===== src/hdl/stmf_pkg.sv =====
`timescale 1ns / 1ps

package stmf_pkg;

    localparam int STMF_MAX_WINDOW = 16;
    localparam int SAMPLE_W        = 16;
    localparam int COUNT_W         = 5;

    localparam logic [COUNT_W-1:0] WSIZE_RESET = 5'd16;
    localparam logic [COUNT_W-1:0] TRIM_ABOVE  = 5'd3;
    localparam logic [COUNT_W-1:0] TRIM_DROP   = 5'd2;

    localparam logic signed [SAMPLE_W-1:0] SAMPLE_MIN = 16'sh8000;
    localparam logic signed [SAMPLE_W-1:0] SAMPLE_MAX = 16'sh7fff;

    localparam logic KIND_PUSH  = 1'b0;
    localparam logic KIND_CLEAR = 1'b1;

    typedef struct packed {
        logic                       kind;
        logic signed [SAMPLE_W-1:0] sample;
    } req_t;

    typedef struct packed {
        logic signed [SAMPLE_W-1:0] average;
        logic [COUNT_W-1:0]         count;
    } rsp_t;

    // control part of the reduction token that walks down the cell chain
    typedef struct packed {
        logic               valid;
        logic [COUNT_W-1:0] left;
    } tok_ctl_t;

    typedef enum logic [2:0] {
        ST_IDLE,
        ST_INJECT,
        ST_SCAN,
        ST_DIV,
        ST_DONE
    } state_t;

endpackage


===== src/hdl/sliding_trimmed_mean_filter.sv =====
`timescale 1ns / 1ps

// channel  | handshake               | payload
// ---------+-------------------------+-----------------------------------
// req      | req_valid / req_stall   | req_t : kind, sample
// rsp      | rsp_valid / rsp_stall   | rsp_t : average, count
// cfg      | cfg_valid / cfg_ready   | cfg_data : window_size
//
// Push item: from acceptance the item passes the inject state, the token walking the
// cell chain and the bit-serial divider before the result loads into the rsp register.
// Clear item: goes straight from idle to the done state. The next item can be accepted
// in the cycle after the result loads. One item in flight; the rsp register lets the next
// item start while a result waits. Reset empties the window, window_size 16.
// req_stall is high from acceptance until the result is in the rsp register.

module sliding_trimmed_mean_filter import stmf_pkg::*; #(
    parameter int MAX_WINDOW = STMF_MAX_WINDOW
) (
    input  logic               clk,
    input  logic               rst_n,
    input  logic               req_valid,
    output logic               req_stall,
    input  req_t               req,
    output logic               rsp_valid,
    input  logic               rsp_stall,
    output rsp_t               rsp,
    input  logic               cfg_valid,
    output logic               cfg_ready,
    input  logic [COUNT_W-1:0] cfg_data
);

    localparam int SUM_W = SAMPLE_W + $clog2(MAX_WINDOW);
    localparam int NUM_W = SUM_W + 2;

    state_t                     state_reg;
    state_t                     state_next;
    logic [COUNT_W-1:0]         ws_reg;
    logic [COUNT_W-1:0]         ws_next;
    logic [COUNT_W-1:0]         fill_reg;
    logic [COUNT_W-1:0]         fill_next;
    logic signed [SAMPLE_W-1:0] avg_reg;
    logic signed [SAMPLE_W-1:0] avg_next;
    logic                       rsp_valid_reg;
    logic                       rsp_valid_next;
    rsp_t                       rsp_reg;
    rsp_t                       rsp_next;

    logic                       req_take;
    logic                       is_clear;
    logic                       shift;
    logic                       inject;
    logic                       div_start;
    logic                       rsp_load;
    logic                       rsp_free;
    logic [COUNT_W-1:0]         eff_size;
    logic [COUNT_W:0]           fill_inc;
    logic                       trim;
    logic signed [NUM_W-1:0]    num;
    logic [COUNT_W-1:0]         den;
    logic                       div_done;
    logic signed [SAMPLE_W-1:0] div_quo;

    logic signed [SAMPLE_W-1:0] smp_chain [MAX_WINDOW+1];
    tok_ctl_t                   tok_chain [MAX_WINDOW+1];
    logic signed [SUM_W-1:0]    sum_chain [MAX_WINDOW+1];
    logic signed [SAMPLE_W-1:0] hi_chain  [MAX_WINDOW+1];
    logic signed [SAMPLE_W-1:0] lo_chain  [MAX_WINDOW+1];

    assign req_take  = req_valid && !req_stall;
    assign is_clear  = req.kind == KIND_CLEAR;
    assign rsp_free  = !rsp_valid_reg || !rsp_stall;
    assign cfg_ready = 1'b1;

    // next state
    always_comb
    begin
        state_next = state_reg;
        case (state_reg)
            ST_IDLE:
            begin
                if (req_take)
                begin
                    state_next = is_clear ? ST_DONE : ST_INJECT;
                end
            end
            ST_INJECT:
            begin
                state_next = ST_SCAN;
            end
            ST_SCAN:
            begin
                if (tok_chain[MAX_WINDOW].valid)
                begin
                    state_next = ST_DIV;
                end
            end
            ST_DIV:
            begin
                if (div_done)
                begin
                    state_next = ST_DONE;
                end
            end
            ST_DONE:
            begin
                if (rsp_free)
                begin
                    state_next = ST_IDLE;
                end
            end
            default:
            begin
                state_next = ST_IDLE;
            end
        endcase
    end

    // state outputs
    always_comb
    begin
        req_stall = 1'b1;
        shift     = 1'b0;
        inject    = 1'b0;
        div_start = 1'b0;
        rsp_load  = 1'b0;
        case (state_reg)
            ST_IDLE:
            begin
                req_stall = 1'b0;
                shift     = req_valid && !is_clear;
            end
            ST_INJECT:
            begin
                inject = 1'b1;
            end
            ST_SCAN:
            begin
                div_start = tok_chain[MAX_WINDOW].valid;
            end
            ST_DIV:
            begin
            end
            ST_DONE:
            begin
                rsp_load = rsp_free;
            end
            default:
            begin
            end
        endcase
    end

    // window_size 0 acts as 1, above the cell count it saturates
    always_comb
    begin
        if (ws_reg == '0)
        begin
            eff_size = COUNT_W'(1);
        end
        else if (int'(ws_reg) > MAX_WINDOW)
        begin
            eff_size = COUNT_W'(MAX_WINDOW);
        end
        else
        begin
            eff_size = ws_reg;
        end
    end

    assign fill_inc = {1'b0, fill_reg} + 1'b1;

    always_comb
    begin
        ws_next   = (cfg_valid && cfg_ready) ? cfg_data : ws_reg;
        fill_next = fill_reg;
        avg_next  = avg_reg;
        if (req_take)
        begin
            if (is_clear)
            begin
                fill_next = '0;
                avg_next  = '0;
            end
            else
            begin
                fill_next = (fill_inc > {1'b0, eff_size}) ? eff_size
                                                          : fill_inc[COUNT_W-1:0];
            end
        end
        else if (div_done)
        begin
            avg_next = div_quo;
        end
    end

    // trimmed numerator and divisor from the token leaving the last cell
    assign trim = fill_reg > TRIM_ABOVE;
    assign num  = trim ? NUM_W'(sum_chain[MAX_WINDOW]) - NUM_W'(hi_chain[MAX_WINDOW])
                         - NUM_W'(lo_chain[MAX_WINDOW])
                       : NUM_W'(sum_chain[MAX_WINDOW]);
    assign den  = trim ? fill_reg - TRIM_DROP : fill_reg;

    assign smp_chain[0]       = req.sample;
    assign tok_chain[0].valid = inject;
    assign tok_chain[0].left  = fill_reg;
    assign sum_chain[0]       = '0;
    assign hi_chain[0]        = SAMPLE_MIN;
    assign lo_chain[0]        = SAMPLE_MAX;

    for (genvar k = 0; k < MAX_WINDOW; k++)
    begin : g_cell
        stmf_cell #(
            .SUM_W (SUM_W)
        ) u_cell (
            .clk     (clk),
            .rst_n   (rst_n),
            .shift   (shift),
            .smp_in  (smp_chain[k]),
            .smp_out (smp_chain[k+1]),
            .tok_in  (tok_chain[k]),
            .sum_in  (sum_chain[k]),
            .hi_in   (hi_chain[k]),
            .lo_in   (lo_chain[k]),
            .tok_out (tok_chain[k+1]),
            .sum_out (sum_chain[k+1]),
            .hi_out  (hi_chain[k+1]),
            .lo_out  (lo_chain[k+1])
        );
    end

    stmf_div #(
        .NUM_W (NUM_W)
    ) u_div (
        .clk   (clk),
        .rst_n (rst_n),
        .start (div_start),
        .num   (num),
        .den   (den),
        .done  (div_done),
        .quo   (div_quo)
    );

    always_comb
    begin
        rsp_valid_next = rsp_load || (rsp_valid_reg && rsp_stall);
        rsp_next       = rsp_reg;
        if (rsp_load)
        begin
            rsp_next.average = avg_reg;
            rsp_next.count   = fill_reg;
        end
    end

    always_ff @(posedge clk or negedge rst_n)
    begin
        if (!rst_n)
        begin
            state_reg     <= ST_IDLE;
            ws_reg        <= WSIZE_RESET;
            fill_reg      <= '0;
            rsp_valid_reg <= 1'b0;
        end
        else
        begin
            state_reg     <= state_next;
            ws_reg        <= ws_next;
            fill_reg      <= fill_next;
            rsp_valid_reg <= rsp_valid_next;
        end
    end

    always_ff @(posedge clk)
    begin
        avg_reg <= avg_next;
        rsp_reg <= rsp_next;
    end

    assign rsp_valid = rsp_valid_reg;
    assign rsp       = rsp_reg;

    // token must have collected exactly fill_count samples by the chain end
    a_tok_drained: assert property (@(posedge clk) disable iff (!rst_n)
        tok_chain[MAX_WINDOW].valid |-> (tok_chain[MAX_WINDOW].left == '0))
        else $error("token left the chain with samples uncollected");

    a_tok_in_scan: assert property (@(posedge clk) disable iff (!rst_n)
        tok_chain[MAX_WINDOW].valid |-> (state_reg == ST_SCAN))
        else $error("token reached chain end outside scan");

    a_div_in_div: assert property (@(posedge clk) disable iff (!rst_n)
        div_done |-> (state_reg == ST_DIV))
        else $error("divider finished outside divide state");

    a_clear_empties: assert property (@(posedge clk) disable iff (!rst_n)
        (req_take && is_clear) |=> (fill_reg == '0 && state_reg == ST_DONE))
        else $error("clear item did not empty the window");

    a_fill_bound: assert property (@(posedge clk) disable iff (!rst_n)
        int'(fill_reg) <= MAX_WINDOW)
        else $error("fill count beyond cell count");

endmodule


===== src/hdl/stmf_cell.sv =====
`timescale 1ns / 1ps

module stmf_cell import stmf_pkg::*; #(
    parameter int SUM_W = SAMPLE_W + 4
) (
    input  logic                       clk,
    input  logic                       rst_n,
    input  logic                       shift,
    input  logic signed [SAMPLE_W-1:0] smp_in,
    output logic signed [SAMPLE_W-1:0] smp_out,
    input  tok_ctl_t                   tok_in,
    input  logic signed [SUM_W-1:0]    sum_in,
    input  logic signed [SAMPLE_W-1:0] hi_in,
    input  logic signed [SAMPLE_W-1:0] lo_in,
    output tok_ctl_t                   tok_out,
    output logic signed [SUM_W-1:0]    sum_out,
    output logic signed [SAMPLE_W-1:0] hi_out,
    output logic signed [SAMPLE_W-1:0] lo_out
);

    logic signed [SAMPLE_W-1:0] smp_reg;
    logic signed [SAMPLE_W-1:0] smp_next;
    tok_ctl_t                   tok_reg;
    tok_ctl_t                   tok_next;
    logic signed [SUM_W-1:0]    sum_reg;
    logic signed [SUM_W-1:0]    sum_next;
    logic signed [SAMPLE_W-1:0] hi_reg;
    logic signed [SAMPLE_W-1:0] hi_next;
    logic signed [SAMPLE_W-1:0] lo_reg;
    logic signed [SAMPLE_W-1:0] lo_next;
    logic                       take;

    assign smp_next = shift ? smp_in : smp_reg;

    // cell takes part while the token still has samples left to collect
    assign take = tok_in.left != '0;

    always_comb
    begin
        tok_next.valid = tok_in.valid;
        tok_next.left  = take ? tok_in.left - 1'b1 : tok_in.left;
        sum_next       = take ? sum_in + SUM_W'(smp_reg) : sum_in;
        hi_next        = (take && (smp_reg > hi_in)) ? smp_reg : hi_in;
        lo_next        = (take && (smp_reg < lo_in)) ? smp_reg : lo_in;
    end

    always_ff @(posedge clk or negedge rst_n)
    begin
        if (!rst_n)
        begin
            tok_reg <= '0;
        end
        else
        begin
            tok_reg <= tok_next;
        end
    end

    always_ff @(posedge clk)
    begin
        smp_reg <= smp_next;
        sum_reg <= sum_next;
        hi_reg  <= hi_next;
        lo_reg  <= lo_next;
    end

    assign smp_out = smp_reg;
    assign tok_out = tok_reg;
    assign sum_out = sum_reg;
    assign hi_out  = hi_reg;
    assign lo_out  = lo_reg;

endmodule


===== src/hdl/stmf_div.sv =====
`timescale 1ns / 1ps

module stmf_div import stmf_pkg::*; #(
    parameter int NUM_W = SAMPLE_W + 6
) (
    input  logic                       clk,
    input  logic                       rst_n,
    input  logic                       start,
    input  logic signed [NUM_W-1:0]    num,
    input  logic [COUNT_W-1:0]         den,
    output logic                       done,
    output logic signed [SAMPLE_W-1:0] quo
);

    localparam int MAG_W = NUM_W - 1;
    localparam int CNT_W = $clog2(MAG_W + 1);

    logic               busy_reg;
    logic               busy_next;
    logic               done_reg;
    logic               done_next;
    logic [CNT_W-1:0]   cnt_reg;
    logic [CNT_W-1:0]   cnt_next;
    logic [MAG_W-1:0]   mag_reg;
    logic [MAG_W-1:0]   mag_next;
    logic [COUNT_W-1:0] rem_reg;
    logic [COUNT_W-1:0] rem_next;
    logic [COUNT_W-1:0] den_reg;
    logic [COUNT_W-1:0] den_next;
    logic               neg_reg;
    logic               neg_next;
    logic [COUNT_W:0]   rem_sh;
    logic               ge;
    logic [NUM_W-1:0]   num_neg;

    assign num_neg = -num;
    assign rem_sh  = {rem_reg, mag_reg[MAG_W-1]};
    assign ge      = rem_sh >= {1'b0, den_reg};

    // restoring divide on magnitudes, one quotient bit per cycle
    always_comb
    begin
        busy_next = busy_reg;
        done_next = 1'b0;
        cnt_next  = cnt_reg;
        mag_next  = mag_reg;
        rem_next  = rem_reg;
        den_next  = den_reg;
        neg_next  = neg_reg;
        if (start)
        begin
            busy_next = 1'b1;
            cnt_next  = CNT_W'(MAG_W);
            mag_next  = num[NUM_W-1] ? num_neg[MAG_W-1:0] : num[MAG_W-1:0];
            rem_next  = '0;
            den_next  = den;
            neg_next  = num[NUM_W-1];
        end
        else if (busy_reg)
        begin
            rem_next = ge ? COUNT_W'(rem_sh - {1'b0, den_reg}) : rem_sh[COUNT_W-1:0];
            mag_next = {mag_reg[MAG_W-2:0], ge};
            cnt_next = cnt_reg - 1'b1;
            if (cnt_reg == CNT_W'(1))
            begin
                busy_next = 1'b0;
                done_next = 1'b1;
            end
        end
    end

    always_ff @(posedge clk or negedge rst_n)
    begin
        if (!rst_n)
        begin
            busy_reg <= 1'b0;
            done_reg <= 1'b0;
            cnt_reg  <= '0;
        end
        else
        begin
            busy_reg <= busy_next;
            done_reg <= done_next;
            cnt_reg  <= cnt_next;
        end
    end

    always_ff @(posedge clk)
    begin
        mag_reg <= mag_next;
        rem_reg <= rem_next;
        den_reg <= den_next;
        neg_reg <= neg_next;
    end

    // quotient magnitude never exceeds 32768, so the low bits carry it
    assign done = done_reg;
    assign quo  = neg_reg ? -mag_reg[SAMPLE_W-1:0] : mag_reg[SAMPLE_W-1:0];

endmodule


===== config.mk =====
export PLATFORM = sky130hd
export DESIGN_NAME = sliding_trimmed_mean_filter
export DESIGN_NICKNAME = d
export VERILOG_FILES = /design/src/hdl/stmf_pkg.sv /design/src/hdl/sliding_trimmed_mean_filter.sv /design/src/hdl/stmf_cell.sv /design/src/hdl/stmf_div.sv
export SDC_FILE = /design/constraint.sdc
export NUM_CORES = 2
export LEC_CHECK = 0
export BUFFER_PORTS_ARGS = -buffer_cell sky130_fd_sc_hd__buf_4
export CAP_MARGIN = 40
export CORE_MARGIN = 5
export CORE_UTILIZATION = 50
export DETAILED_ROUTE_END_ITERATION = 16
export PLACE_DENSITY_LB_ADDON = 0.1
export SYNTH_ARGS = -nofsm -noshare
export SYNTH_HDL_FRONTEND = slang
export SYNTH_SLANG_ARGS = --single-unit

===== constraint.sdc =====
create_clock -name clk -period 10.05 [get_ports clk]
set_input_delay 3.015 -clock clk [delete_from_list [all_inputs] [get_ports clk]]
set_output_delay 3.015 -clock clk [all_outputs]
set_load 0.01 [all_outputs]

-- After elaboration in Yosys (flattened, before gate mapping)
Index checks and enable logic that the tools add are counted.
- reduce and logical (&&, ||, !) cells: 62
- multiplexer cells: 93
- eq/ne operators: 10
- add/subtract/negate cells: 38
- $lt $le $gt $ge: 36
- operators with widths (cell ; count):
    $mux 16 ; 34
    $mux 20 ; 15
    $add 20x16->20 ; 14
    $gt 16x16->1 ; 15
    $lt 16x16->1 ; 15
    $mux 5 ; 23
    $reduce_bool 5->1 ; 16
    $sub 5x1->5 const B ; 16
    $mux 21 ; 3
    $logic_and 1x1->1 ; 35
    $mux 22 ; 1
    $sub 21x16->22 ; 1
    $neg 21->21 ; 1
    $sub 20x16->21 ; 1
    $add 16x16->17 ; 1
    $gt 16x16->1 const B ; 1
    $lt 16x16->1 const B ; 1
    $neg 16->16 ; 1
    $mux 3 ; 5
    $pmux 3 s5 ; 1
    $mux 1 ; 11
    $add 5x1->6 const B ; 1
    $eq 3x2->1 const B ; 2
    $ge 6x5->1 ; 1
    17 further kinds ; 24
- word-level logic and storage cells: 348
- output and inout port bits: 24
- input port bits: 27
- register bits after elaboration: 1265

-- Logic depth before layout (Yosys ltp)
- depth after elaboration: 6
- mapped depth: 18
- depth with buffers taken out: 15

-- Cells and area by module
Synthesis repeated with hierarchy kept, for this count alone.
- cells, all modules: 8383
- area, all modules: 78163.7 um2
- by module, submodules not included (module ; sequential area each (um2) ; instances ; area each (um2) ; cells an instance):
    stmf_cell (g_cell[0].u_cell ...) ; 1671.6 ; 12 ; 4456.8 ; 480
    stmf_cell (g_cell[12].u_cell ...) ; 1671.6 ; 2 ; 4454.3 ; 482
    stmf_cell (g_cell[8].u_cell) ; 1671.6 ; 1 ; 4625.7 ; 507
    sliding_trimmed_mean_filter ; 1462.7 ; 1 ; 4329.2 ; 452
    stmf_cell (g_cell[9].u_cell) ; 1671.6 ; 1 ; 4166.5 ; 413
    stmf_div ; 1086.0 ; 1 ; 2652.5 ; 287

-- Least setup slack after synthesis
OpenSTA, ideal clock, no wires.
- path kind: input to register
- start point: input port req_valid
- end point: register fill_reg[0]
- setup time: 107 ps
- arrival time: 9175 ps
- path slack: 768 ps
- required time: 9943 ps
- cell stages on the path: 5
- cell sequence: inv_1 -> or3_1 -> inv_1 -> o21ai_0 -> o21ai_0
- word-level cells in the longest chain between the ends: 1
- ends and longest elaborated chain (element ; RTL line ; text):
    start: declaration ; sliding_trimmed_mean_filter.sv:21 ; input logic req_valid,
    $logic_and 1x1->1 ; sliding_trimmed_mean_filter.sv:69 ; assign req_take = req_valid && !req_stall;
    end signal: assignment ; sliding_trimmed_mean_filter.sv:267 ; fill_reg <= fill_next;
    end: declaration ; sliding_trimmed_mean_filter.sv:39 ; logic [COUNT_W-1:0] fill_reg;
No other way between the ends.
A chain may end at the register's enable or synchronous reset.

-- Worst setup path after layout
- start point: register state_reg[0]
- end point: output port req_stall
- word-level cells in the longest chain between the ends: 2
- ends and longest elaborated chain (element ; RTL line ; text):
    start: declaration ; sliding_trimmed_mean_filter.sv:35 ; state_t state_reg;
    start signal: assignment ; sliding_trimmed_mean_filter.sv:265 ; state_reg <= state_next;
    $logic_not 3->1 ; sliding_trimmed_mean_filter.sv:126 ; case (state_reg)
    $mux 1 ; sliding_trimmed_mean_filter.sv:126 ;
    end: declaration ; sliding_trimmed_mean_filter.sv:22 ; output logic req_stall,
No other way between the ends.

==> flow_summary.toml <==
[outcome]
outcome = "completed"

[worst_setup_path]
cp.required_ns = 7.04
rr_endpoint = "u_div.mag_reg[10]"
slowest_stage = "or3_1"
rr_worst_depth = 14
critPathBufInv = 1
start_kind = "flip-flop"
crit_chain = "or3_1 -> buf_4"
cp_max_fo = 7
crit_path_end_kind = "output pin"
slowest_delay_ns = 0.45
reg2reg_slack_ns = 5.88
crit_cells = 2
critical_path_class = "reg -> out"
r2r-start = "g_cell[15].u_cell.lo_out[5]"
cp_top_family = "simple AND/OR/NAND/NOR gates"
critPathArrivalTime_ns = 1.81

[global_routing]
antenna_found_initial = 1
grt_pass1_wl_um = 263000
grt.overflow.total = 0
track_usage = 0.224
grt_max_degree = 146
grt_pass1_vias = 48687

[sta]
setup_viol = 0
setup-tns-final_ns = 0
hold_viol_final = 0
rsz0062_at_grt = "no"
worst_slack_ns = 5.22
fmax_mhz = 207
relSlewSlack = 0.317
slew_violations = 0
worst_pin_slew_ns = 0.998
fin_crit_ns = 4.83
clock_skew_ns = 0.0226
period_share = 0.480

[clock_network]
insertion_delay_ns = 0.78
cts.sinks = 1262
postCtsResizedCells = 0
numCtsBuffers = 141
cts_tree = "done"
cts_root_buffer = "clkbuf_16"
cts_hold_buf = 0
clk_path_buf_depth = 3
clk_pin_slew_ns = 0.06
postCtsSetupBuffers = 0
cts_htree_levels = 4

[synth]
synth_top_cell_by_area = "dfxtp_1"
ys_ff_latch = 1262
synthArstFlopShare = 0.0887
synth_edf_count = 320
synth_area_um2 = 68500
synthTopCellsByArea = "dfxtp_1 (24%), ha_1 (15%), edfxtp_1 (14%)"
ys_seq_area_frac = 0.424
yosysWarnings = 0
synthCells = 6854
synth_top_area_share = 0.243
synth.distinct_cells = 88
synth.net_count = 7719
synth_flop_cell = "dfxtp_1"
yosysMostFrequentCell = "dfxtp_1"
synth_common_cells = "dfxtp_1 (830), ha_1 (802), inv_1 (700), nand2_1 (450), a21oi_1 (440)"
syn_avg_cell_area_um2 = 9.99

[routing]
remaining_drc_errors = 0
antenna_left = 0
vias = 48969
wl_per_cell_um = 18.6
drt_pass1_iterations = 5
wl_um = 164000
drt_iter0_drc = 2870
viasPerCell = 5.53

[finish]
ff_latch_area_um2 = 29000
largest_reg_flops = 313
nets = 7817
nFillCells = 11950
multi_input_area_um2 = 36300
syn_to_final_growth_pct = 10.7
drive_gt1_frac = 0.117

[die]
die_height_um = 380
die_area_um2 = 144000
rows = 135
initial_core_util = 0.504
die_x_um = 380
ios = 51
core_area_um2 = 136000

[min_path]
hp-class = "reg -> reg"
min_from = "g_cell[11].u_cell.tok_out[5]"
min_path_cells = 0
holdPathEnd = "g_cell[12].u_cell.tok_out[5]"

[place]
dp_slack_ns = 4.70
hpwl_um = 127000
gp_congestion = 0.857
numPortBuffers = 49

[pwr]
p_total_mw = 29.4
peakVddDrop_mv = 0.258
leakage_nw = 33.9
power.density_nw_per_um2 = 387

[run]
cap_violations = 0
through the flow:
stage / cells / instance area [µm²] / utilization / hold slack (ns)
2_1_floorplan: 6854 / 68500 / - / 0.331
3_3_place_gp: 8579 / 71000 / 0.522 / 0.335
3_5_place_dp: 8590 / 71100 / 0.524 / 0.336
4_1_cts: 8851 / 75800 / 0.558 / 0.349
5_1_grt: 8851 / 75800 / 0.558 / 0.359
6_report: 8852 / 75800 / 0.558 / 0.347
report_power, final:
part	internal, mW	total [mW]	switching [mW]
clock	3.03	5.16	2.13
combinational	6.86	15.1	8.22
sequential	7.49	9.12	1.63
total	17.4	29.4	12.0
per-layer routing:
layer | part of all wire | global-route usage | vias to the layer above
met5 | 0 | 0 | -
met4 | 0.024 | 0.0604 | 0
met3 | 0.036 | 0.0299 | 257
met2 | 0.48 | 0.392 | 783
met1 | 0.46 | 0.291 | 23306
li1 | - | - | 24623
layout by cell type (no fill, tap or decap), drive strengths merged, types with 84 or more instances in the layout:
cell    netlist  final
ha          802    802
or3          89     89
buf          30    115
o21ai       338    338
xor2        164    164
mux2        432    432
nand2       450    450
inv         700    712
nand3       135    135
nor2        365    365
a21o        142    142
dfrtp       111    111
dfxtp       830    830
edfxtp      320    320
nand2b      111    111
nor2b       103    103
clkbuf      130    191
xnor2       124    124
a21oi       441    441
o21a        139    139
nor3        132    132
nand4        84     84
worst max-delay path by stage:
stage / slack [ns] / end / from
2_1_floorplan: 0.77 / fill_reg[0] / req_valid
3_3_place_gp: 4.71 / fill_reg[0] / req[16]
3_5_place_dp: 4.70 / g_cell[7].u_cell.smp_out[0] / req[16]
4_1_cts: 5.15 / req_stall / state_reg[0]
5_1_grt: 5.14 / req_stall / state_reg[0]
6_report: 5.22 / req_stall / state_reg[0]
cell type report:
cell class,count,share of cell area
repair buffers,115,0.0127
well taps,1781,0.0294
diodes,1,0.0000330
multi-input cells,4732,0.479
flip-flops and latches,1262,0.383
inverters,700,0.0348
clock buffers,191,0.0519
clock inverters,70,0.00969
kinds of logic (layout without fill, tap and decap cells):
family,Yosys count,count (layout),synth area share
xor gates and xnor gates,288,288,0.0368
and+or+nand+nor,1614,1614,0.116
buffers and inverters,860,1076,0.0476
other,1,2,0.0000548
AOI/OAI and AO/OA,1517,1517,0.141
muxes,474,474,0.0772
DFF,1262,1262,0.424
adders and majority gates,838,838,0.157
(Power assumes the default switching activity.)
